$ cat src/sv/lkvc_pkg.sv
`default_nettype none

package lkvc_pkg;

   localparam int KEY_BITS   = 32;
   localparam int VALUE_BITS = 32;
   localparam int CAP_BITS   = 5;
   localparam logic [CAP_BITS-1:0] CAP_RESET = 5'd16;

   localparam logic OP_GET = 1'b0;
   localparam logic OP_PUT = 1'b1;

   typedef struct packed {
      logic                  operation;
      logic [KEY_BITS-1:0]   lookup_key;
      logic [VALUE_BITS-1:0] put_value;
   } req_type;

   typedef struct packed {
      logic                  found;
      logic [VALUE_BITS-1:0] read_value;
   } rsp_type;

   typedef enum logic [1:0] {
      CMD_NONE,
      CMD_TOUCH,
      CMD_FILL,
      CMD_REPLACE
   } cmd_op_type;

   typedef struct packed {
      cmd_op_type            op;
      logic                  write;
      logic [KEY_BITS-1:0]   key;
      logic [VALUE_BITS-1:0] value;
   } cmd_type;

   typedef struct packed {
      logic                  hit;
      logic [VALUE_BITS-1:0] value;
      logic                  free_seen;
   } link_type;

endpackage

`default_nettype wire

$ cat src/sv/lkvc_cell.sv
`default_nettype none

module lkvc_cell
   import lkvc_pkg::*;
#(
   parameter int RANK_BITS = 4
) (
   input  wire logic                 clock,
   input  wire logic                 reset,
   input  wire logic                 compare_en,
   input  wire logic [KEY_BITS-1:0]  search_key,
   input  wire logic [RANK_BITS-1:0] lru_rank,
   input  wire link_type             prev_link,
   input  wire logic [RANK_BITS-1:0] prev_rank,
   output link_type                  next_link,
   output logic [RANK_BITS-1:0]      next_rank,
   input  wire logic                 update_en,
   input  wire cmd_type              cmd,
   input  wire logic [RANK_BITS-1:0] ref_rank
);

   logic                  valid_ff, valid_in;
   logic [RANK_BITS-1:0]  rank_ff, rank_in;
   logic [KEY_BITS-1:0]   key_ff;
   logic [VALUE_BITS-1:0] value_ff;
   logic                  match_ff, lru_ff, free_ff;
   logic                  mine_hit, target, bump;

   always_comb begin
      mine_hit            = valid_ff && (key_ff == search_key);
      next_link.hit       = prev_link.hit | mine_hit;
      next_link.value     = prev_link.value | (mine_hit ? value_ff : '0);
      next_link.free_seen = prev_link.free_seen | !valid_ff;
      next_rank           = prev_rank | (mine_hit ? rank_ff : '0);
   end

   always_comb begin
      unique case (cmd.op)
         CMD_TOUCH: begin
            target = match_ff;
            bump   = valid_ff && !match_ff && (rank_ff < ref_rank);
         end
         CMD_REPLACE: begin
            target = lru_ff;
            bump   = valid_ff && !lru_ff && (rank_ff < ref_rank);
         end
         CMD_FILL: begin
            target = free_ff;
            bump   = valid_ff;
         end
         CMD_NONE: begin
            target = 1'b0;
            bump   = 1'b0;
         end
      endcase
      valid_in = valid_ff;
      rank_in  = rank_ff;
      if (update_en && target) begin
         valid_in = 1'b1;
         rank_in  = '0;
      end else if (update_en && bump) begin
         rank_in = rank_ff + RANK_BITS'(1);
      end
   end

   always_ff @(posedge clock) begin
      if (reset) begin
         valid_ff <= 1'b0;
         rank_ff  <= '0;
      end else begin
         valid_ff <= valid_in;
         rank_ff  <= rank_in;
      end
   end

   always_ff @(posedge clock) begin
      if (compare_en) begin
         match_ff <= mine_hit;
         lru_ff   <= valid_ff && (rank_ff == lru_rank);
         free_ff  <= !valid_ff && !prev_link.free_seen;
      end
      if (update_en && target && cmd.write) begin
         key_ff   <= cmd.key;
         value_ff <= cmd.value;
      end
   end

endmodule

`default_nettype wire

$ cat src/sv/lru_key_value_cache.sv
// A get's response word is registered in the update phase, after the compare phase
// has registered the hit. Each request takes a compare phase then an update phase
// across the row of entry cells; a new request is taken during update, not compare.
// A get waits in update while the response is stalled. Puts give no response word.
// Reset: synchronous; clears every entry's valid bit and rank, the fill count
// and sets capacity to 16. Stored keys and values are not cleared.
`default_nettype none

module lru_key_value_cache
   import lkvc_pkg::*;
#(
   parameter int DEPTH = 16
) (
   input  wire logic                clock,
   input  wire logic                reset,
   input  wire logic                req_valid,
   output logic                     req_stall,
   input  wire req_type             req_word,
   output logic                     rsp_valid,
   input  wire logic                rsp_stall,
   output rsp_type                  rsp_word,
   input  wire logic                csr_valid,
   output logic                     csr_ready,
   input  wire logic [CAP_BITS-1:0] csr_data
);

   localparam int RANK_BITS = (DEPTH > 1) ? $clog2(DEPTH) : 1;
   localparam int CNT_BITS  = $clog2(DEPTH + 1);
   localparam int CMP_BITS  = (CNT_BITS > CAP_BITS) ? CNT_BITS : CAP_BITS;

   typedef enum logic [1:0] {
      PH_IDLE,
      PH_COMPARE,
      PH_UPDATE
   } phase_type;

   phase_type             phase_ff;
   req_type               req_ff;
   logic                  hit_ff;
   logic [VALUE_BITS-1:0] hit_value_ff;
   logic [RANK_BITS-1:0]  hit_rank_ff;
   logic [CNT_BITS-1:0]   fill_count_ff;
   logic [CAP_BITS-1:0]   capacity_ff;
   logic                  rsp_valid_ff;
   rsp_type               rsp_word_ff;

   link_type              links [DEPTH+1];
   logic [RANK_BITS-1:0]  ranks [DEPTH+1];

   logic                  accept, compare_en, update_en, update_go;
   logic [CMP_BITS-1:0]   usable_cap, cap_wide;
   logic [RANK_BITS-1:0]  lru_rank, ref_rank;
   cmd_type               cmd;

   assign links[0]  = '0;
   assign ranks[0]  = '0;
   assign csr_ready = 1'b1;
   assign rsp_valid = rsp_valid_ff;
   assign rsp_word  = rsp_word_ff;

   always_comb begin
      cap_wide   = CMP_BITS'(capacity_ff);
      usable_cap = cap_wide;
      if (cap_wide == '0) begin
         usable_cap = CMP_BITS'(1);
      end else if (cap_wide > CMP_BITS'(DEPTH)) begin
         usable_cap = CMP_BITS'(DEPTH);
      end
      lru_rank = RANK_BITS'(fill_count_ff - CNT_BITS'(1));

      cmd.write = (req_ff.operation == OP_PUT);
      cmd.key   = req_ff.lookup_key;
      cmd.value = req_ff.put_value;
      ref_rank  = hit_rank_ff;
      if (hit_ff) begin
         cmd.op = CMD_TOUCH;
      end else if (req_ff.operation == OP_GET) begin
         cmd.op = CMD_NONE;
      end else if (CMP_BITS'(fill_count_ff) < usable_cap) begin
         cmd.op = CMD_FILL;
      end else begin
         cmd.op   = CMD_REPLACE;
         ref_rank = lru_rank;
      end

      update_go  = (req_ff.operation == OP_PUT) || !rsp_valid_ff || !rsp_stall;
      compare_en = (phase_ff == PH_COMPARE);
      update_en  = (phase_ff == PH_UPDATE) && update_go;
      req_stall  = compare_en || ((phase_ff == PH_UPDATE) && !update_go);
      accept     = req_valid && !req_stall;
   end

   for (genvar i = 0; i < DEPTH; i++) begin : g_cell
      lkvc_cell #(
         .RANK_BITS (RANK_BITS)
      ) u_cell (
         .clock      (clock),
         .reset      (reset),
         .compare_en (compare_en),
         .search_key (req_ff.lookup_key),
         .lru_rank   (lru_rank),
         .prev_link  (links[i]),
         .prev_rank  (ranks[i]),
         .next_link  (links[i+1]),
         .next_rank  (ranks[i+1]),
         .update_en  (update_en),
         .cmd        (cmd),
         .ref_rank   (ref_rank)
      );
   end

   always_ff @(posedge clock) begin
      if (reset) begin
         phase_ff      <= PH_IDLE;
         rsp_valid_ff  <= 1'b0;
         fill_count_ff <= '0;
         capacity_ff   <= CAP_RESET;
      end else begin
         if (csr_valid && csr_ready) begin
            capacity_ff <= csr_data;
         end
         unique case (phase_ff)
            PH_IDLE: begin
               if (accept) begin
                  phase_ff <= PH_COMPARE;
               end
            end
            PH_COMPARE: begin
               phase_ff <= PH_UPDATE;
            end
            PH_UPDATE: begin
               if (accept) begin
                  phase_ff <= PH_COMPARE;
               end else if (update_go) begin
                  phase_ff <= PH_IDLE;
               end
            end
         endcase
         if (update_en && (cmd.op == CMD_FILL)) begin
            fill_count_ff <= fill_count_ff + CNT_BITS'(1);
         end
         if (update_en && (req_ff.operation == OP_GET)) begin
            rsp_valid_ff <= 1'b1;
         end else if (!rsp_stall) begin
            rsp_valid_ff <= 1'b0;
         end
      end
   end

   always_ff @(posedge clock) begin
      if (accept) begin
         req_ff <= req_word;
      end
      if (compare_en) begin
         hit_ff       <= links[DEPTH].hit;
         hit_value_ff <= links[DEPTH].value;
         hit_rank_ff  <= ranks[DEPTH];
      end
      if (update_en && (req_ff.operation == OP_GET)) begin
         rsp_word_ff.found      <= hit_ff;
         rsp_word_ff.read_value <= hit_value_ff;
      end
   end

`ifndef ASSERT_OFF
   a_fill_bound: assert property (@(posedge clock) disable iff (reset)
      fill_count_ff <= CNT_BITS'(DEPTH))
      else $error("fill count beyond depth");

   a_accept_then_compare: assert property (@(posedge clock) disable iff (reset)
      accept |=> (phase_ff == PH_COMPARE) && req_stall)
      else $error("accepted word not followed by compare");

   a_rsp_from_update: assert property (@(posedge clock) disable iff (reset)
      $rose(rsp_valid) |-> $past(phase_ff == PH_UPDATE))
      else $error("response raised outside update");

   a_fill_needs_miss: assert property (@(posedge clock) disable iff (reset)
      (update_en && (cmd.op == CMD_FILL)) |-> !hit_ff && (req_ff.operation == OP_PUT))
      else $error("fill issued on hit or get");
`endif

endmodule

`default_nettype wire

$ cat config.mk
export PLATFORM = sky130hd
export DESIGN_NAME = lru_key_value_cache
export DESIGN_NICKNAME = d
export VERILOG_FILES = /design/src/sv/lkvc_pkg.sv /design/src/sv/lkvc_cell.sv /design/src/sv/lru_key_value_cache.sv
export SDC_FILE = /design/constraint.sdc
export NUM_CORES = 2
export LEC_CHECK = 0
export ABC_CLOCK_PERIOD_IN_PS = 20000
export BUFFER_PORTS_ARGS = -buffer_cell sky130_fd_sc_hd__buf_2
export CAP_MARGIN = 5
export CELL_PAD_IN_SITES_DETAIL_PLACEMENT = 2
export CELL_PAD_IN_SITES_GLOBAL_PLACEMENT = 2
export CORE_MARGIN = 8
export CORE_UTILIZATION = 50
export CTS_CLUSTER_DIAMETER = 120
export CTS_CLUSTER_SIZE = 24
export DETAILED_ROUTE_END_ITERATION = 7
export PLACE_DENSITY = 0.93
export SLEW_MARGIN = 20
export SYNTH_ARGS = -nofsm -noshare
export SYNTH_HDL_FRONTEND = slang
export SYNTH_HIERARCHICAL = 1
export SYNTH_SLANG_ARGS = --single-unit
$ cat constraint.sdc
create_clock -name clock -period 20 [get_ports clock]
set_input_delay 0 -clock clock [delete_from_list [all_inputs] [get_ports clock]]
set_output_delay 0 -clock clock [all_outputs]
set_load 0.005 [all_outputs]
* Word level (Yosys, flattened, before mapping)
Cells that the tools add are included.
** Storage, ports and cells
- Word-level logic and storage cells :: 591
- Register bits after elaboration :: 1300
- Input bits :: 75
- Output and inout bits :: 36
** Cells by class
- Reduce and logical (&&, ||, !) cells :: 253
- Add/sub/neg operators :: 18
- Mux-type cells :: 78
- $lt $le $gt $ge :: 18
- Equal/unequal tests :: 40
- Bitwise logic cells :: 60
** Operator list (number)
- $eq 32x32->1 :: 16
- $mux 32 :: 16
- $or 32x32->32 :: 15
- $logic_and 1x1->1 :: 164
- $pmux 1 s4 :: 32
- $mux 4 :: 19
- $logic_not 1->1 :: 66
- $add 4x1->4 const B :: 16
- $eq 4x4->1 :: 16
- $lt 4x4->1 :: 16
- $or 4x4->4 :: 15
- $reduce_or 2->1 :: 16
- $or 1x1->1 :: 29
- $mux 2 :: 5
- $mux 5 :: 2
- $eq 2x2->1 const B :: 3
- $pmux 2 s3 :: 1
- $add 5x1->5 const B :: 1
- $gt 5x5->1 const B :: 1
- $logic_not 5->1 :: 1
- $lt 5x5->1 :: 1
- $eq 2x1->1 const B :: 2
- $logic_not 2->1 :: 2
- $sub 4x1->4 const B :: 1
- 7 further kinds :: 11

* Longest topological paths before layout
- Depth after elaboration :: 18
- Gate-level depth with buffers :: 22
- Mapped depth without buffers :: 20

* Modules after synthesis
Netlist, hierarchy kept.
** By module, submodules not included
- lkvc_cell (g_cell[11].u_cell ...) :: area an instance 3168.0 µm², seq. area each 2112.0 µm², cells each 214, instances 11
- lkvc_cell (g_cell[0].u_cell ...) :: area an instance 3101.7 µm², seq. area each 2112.0 µm², cells each 207, instances 5
- lru_key_value_cache :: area an instance 4894.7 µm², seq. area each 4314.1 µm², cells each 230, instances 1

* Worst setup path before layout
No wires, ideal clock.
- Path type :: register -> register
- From :: register capacity_ff[4] (netlist: cap_wide[4])
- To :: register g_cell[0].u_cell.key_ff[0], enable pin
- Buffers on the path :: 0
- Slack :: 12.657 ns
- Data required time :: 19.571 ns
- Arrival :: 6.914 ns
- Clock period less this slack :: 7.343 ns
- Cell stages (with the launch flop) :: 11
- Setup time :: 0.429 ns
- Cell sequence :: dfxtp_1 -> inv_1 -> nand2_1 -> ha_1 -> nand4_1 -> a21oi_4 -> a21oi_2 -> o21bai_1 -> mux2i_1 -> mux2i_1 -> and3_1
** RTL lines
- from (decl) :: line lru_key_value_cache.sv:43 : logic [CAP_BITS-1:0] capacity_ff;
- from (signal assigned) :: line lru_key_value_cache.sv:120 : capacity_ff <= csr_data;
- to (signal assigned) :: line lkvc_cell.sv:83 : key_ff <= cmd.key;
- to (decl) :: line lkvc_cell.sv:24 : logic [KEY_BITS-1:0] key_ff;

==> flow_summary.json <==
{
  "status": "complete, but fails checks",
  "violations": "max-capacitance violations, max-slew violations",
  "critPathCapture": "hit_ff",
  "grt_remaining_overflow": 0,
  "finalCritPeriodShare": 0.389,
  "grt_pass1_vias": 40108,
  "pwr-share-comb": 0.080,
  "power_density_nw_per_um2": 83.4,
  "setup-violations-final": 0,
  "routabilityCongestion": 0.812,
  "fmax_ghz": 0.129,
  "finalHoldViolations": 0,
  "dieWidth_um": 348,
  "place_hpwl_um": 142000,
  "dieArea_um2": 121000,
  "power.switching_fraction": 0.264,
  "critPathArrivalTime_ns": 8.27,
  "final_cell_mix": "edfxtp_1, a21o_1, xnor2_1",
  "maxCapViolations": 1,
  "clkTransAtPathRegs_ns": 0.13,
  "synth_area_um2": 55200,
  "grt_max_degree": 65,
  "power_switching_mw": 1.34,
  "syn_inst": 3618,
  "cts.htree.levels": 2,
  "yosysWarnings": 6,
  "critPathMaxFanout": 38,
  "drc": 0,
  "r2r-end": "hit_ff",
  "required_ns": 20.49,
  "intPower_mw": 3.74,
  "drv_slew": 3,
  "clock-sinks": 1300,
  "postLayoutCellArea_um2": 60800,
  "worst_pin_slew_ns": 1.57,
  "leakagePower_nw": 22.2,
  "core_area_um2": 110000,
  "placed_area_um2": 57700,
  "start_util": 0.501,
  "worst-r2r-cell-count": 22,
  "cts_tree": "done",
  "postRouteAntennaNets": 0,
  "track_usage": 0.404,
  "wl_per_cell_um": 47.2,
  "final_common_cell": "edfxtp_1",
  "power_frac_seq": 0.607,
  "clkPwrFrac": 0.313,
  "drtIter0Drc": 5716,
  "cts-root-buf": "clkbuf_16",
  "wl_um": 259000,
  "rows": 122,
  "clock_path_buffers": 3,
  "ir_worst_vdd_uv": 107,
  "nets": 4113,
  "cts_buffers": 60,
  "die_h_um": 348,
  "setup-tns-final_ns": 0,
  "slew_headroom": -0.0571,
  "crit_type": "reg -> reg",
  "worstSetupStartpointType": "register",
  "rsz0062_at_grt": "false",
  "final_layout_size_suffix_gt1_frac": 0.0854,
  "fin_worst_skew_ns": 0.0658,
  "drtPass1Iterations": 7,
  "period_minus_slack_ns": 7.78,
  "startpoint": "cmd[41]",
  "min_path_type": "in -> reg",
  "avgSynthCellArea_um2": 15.3,
  "design.portCount": 111,
  "antenna_found_initial": 30,
  "dr_total_vias": 39031,
  "totalPowerFinal_mw": 5.07,
  "r2r_slack_ns": 12.22,
  "cp-end-kind": "register",
  "io_buffers": 109,
  "vias_per_cell": 7.11,
  "reg2reg_from": "cmd[41]",
  "area_delta_synth_final_pct": 10.1,
  "clk_latency_ns": 0.77,
  "grt_pass1_wl_um": 343000
}
## stage by stage
stage | cells | utilization | worst slack (ns) | hold slack (ns)
after global routing | 5481 | 0.552 | 12.30 | 0.0125
after floorplan | 3656 | - | 12.66 | 0.0724
after detailed placement | 5263 | 0.524 | 12.83 | 0.179
after global placement | 5263 | 0.524 | 13.46 | 0.176
after CTS | 5477 | 0.551 | 12.61 | 0.00206
final | 5491 | 0.552 | 12.22 | 0.0203
## layer usage
layer / up-vias / part of all wire / track usage
li1: 14194 / - / -
met1: 19989 / 0.33 / 0.454
met2: 3544 / 0.47 / 0.662
met3: 1282 / 0.10 / 0.0859
met4: 22 / 0.11 / 0.329
met5: - / 0.00062 / 0
## flip-flops by register name, indices dropped and copies added, names as in the netlist, 5 cells and up
name,cells
cap_wide,5
cmd,65
fill_count_ff,5
g_cell.u_cell/free_ff,16
g_cell.u_cell/key_ff,512
g_cell.u_cell/lru_ff,16
g_cell.u_cell/match_ff,16
g_cell.u_cell/rank_ff,64
g_cell.u_cell/valid_ff,16
g_cell.u_cell/value_ff,512
hit_value_ff,32
rsp_word,33
## how the worst min path moves through the flow
stage | from | endpoint | slack, ns | cells after the start
floorplan | reset | g_cell[0].u_cell/valid_ff | 0.07 | 1
global placement | req_word[8] | cmd[8] | 0.18 | 1
detailed placement | req_word[26] | cmd[26] | 0.18 | 1
CTS | req_word[12] | cmd[12] | 0.002 | 2
global route | req_word[6] | cmd[6] | 0.01 | 2
finish | req_word[6] | cmd[6] | 0.02 | 2
## power by group through the flow
stage / combinational (mW) / clock, mW / sequential (mW)
3_5_place_dp: 0.337 / 0 / 3.13
5_1_grt: 0.407 / 1.64 / 3.08
3_3_place_gp: 0.287 / 0 / 3.11
4_1_cts: 0.374 / 1.50 / 3.07
2_1_floorplan: 0.170 / 0 / 3.14
6_report: 0.407 / 1.59 / 3.08
## repair_timing
item | 4_1_cts | 5_1_grt
hold endpoints to repair | 132 | 0
buffers inserted | 0 | 0
hold buffers | 128 | 0
resized for setup | 0 | 0
## critical path: stages, from the launching register on
cell and delay [ns]:
edfxtp_1 0.64, buf_4 0.60, inv_1 0.13, o21ai_0 0.24
nor4_1 0.12, and4_2 0.23, buf_4 0.32, or2_2 0.38
or2_2 0.32, or2_2 0.34, or2_2 0.32, or2_2 0.32
or2_2 0.33, or2_2 0.29, or2_2 0.32, or2_2 0.32
or2_2 0.32, or2_2 0.30, or2_2 0.34, or2_2 0.35
or2_2 0.33, or2_2 0.30, or2_2 0.33
## area by class of cell
class | instances | area, µm²
clock buffers | 82 | 1610
clock inverters | 4 | 85.1
fillers | 9739 | 49400
repair buffers | 317 | 2490
well taps | 1488 | 1860
inverters | 93 | 349
multi-input cells | 2196 | 16300
diodes | 11 | 27.5
flip-flops and latches | 1300 | 38100
Note: power is estimated with default switching activity, not from simulation.
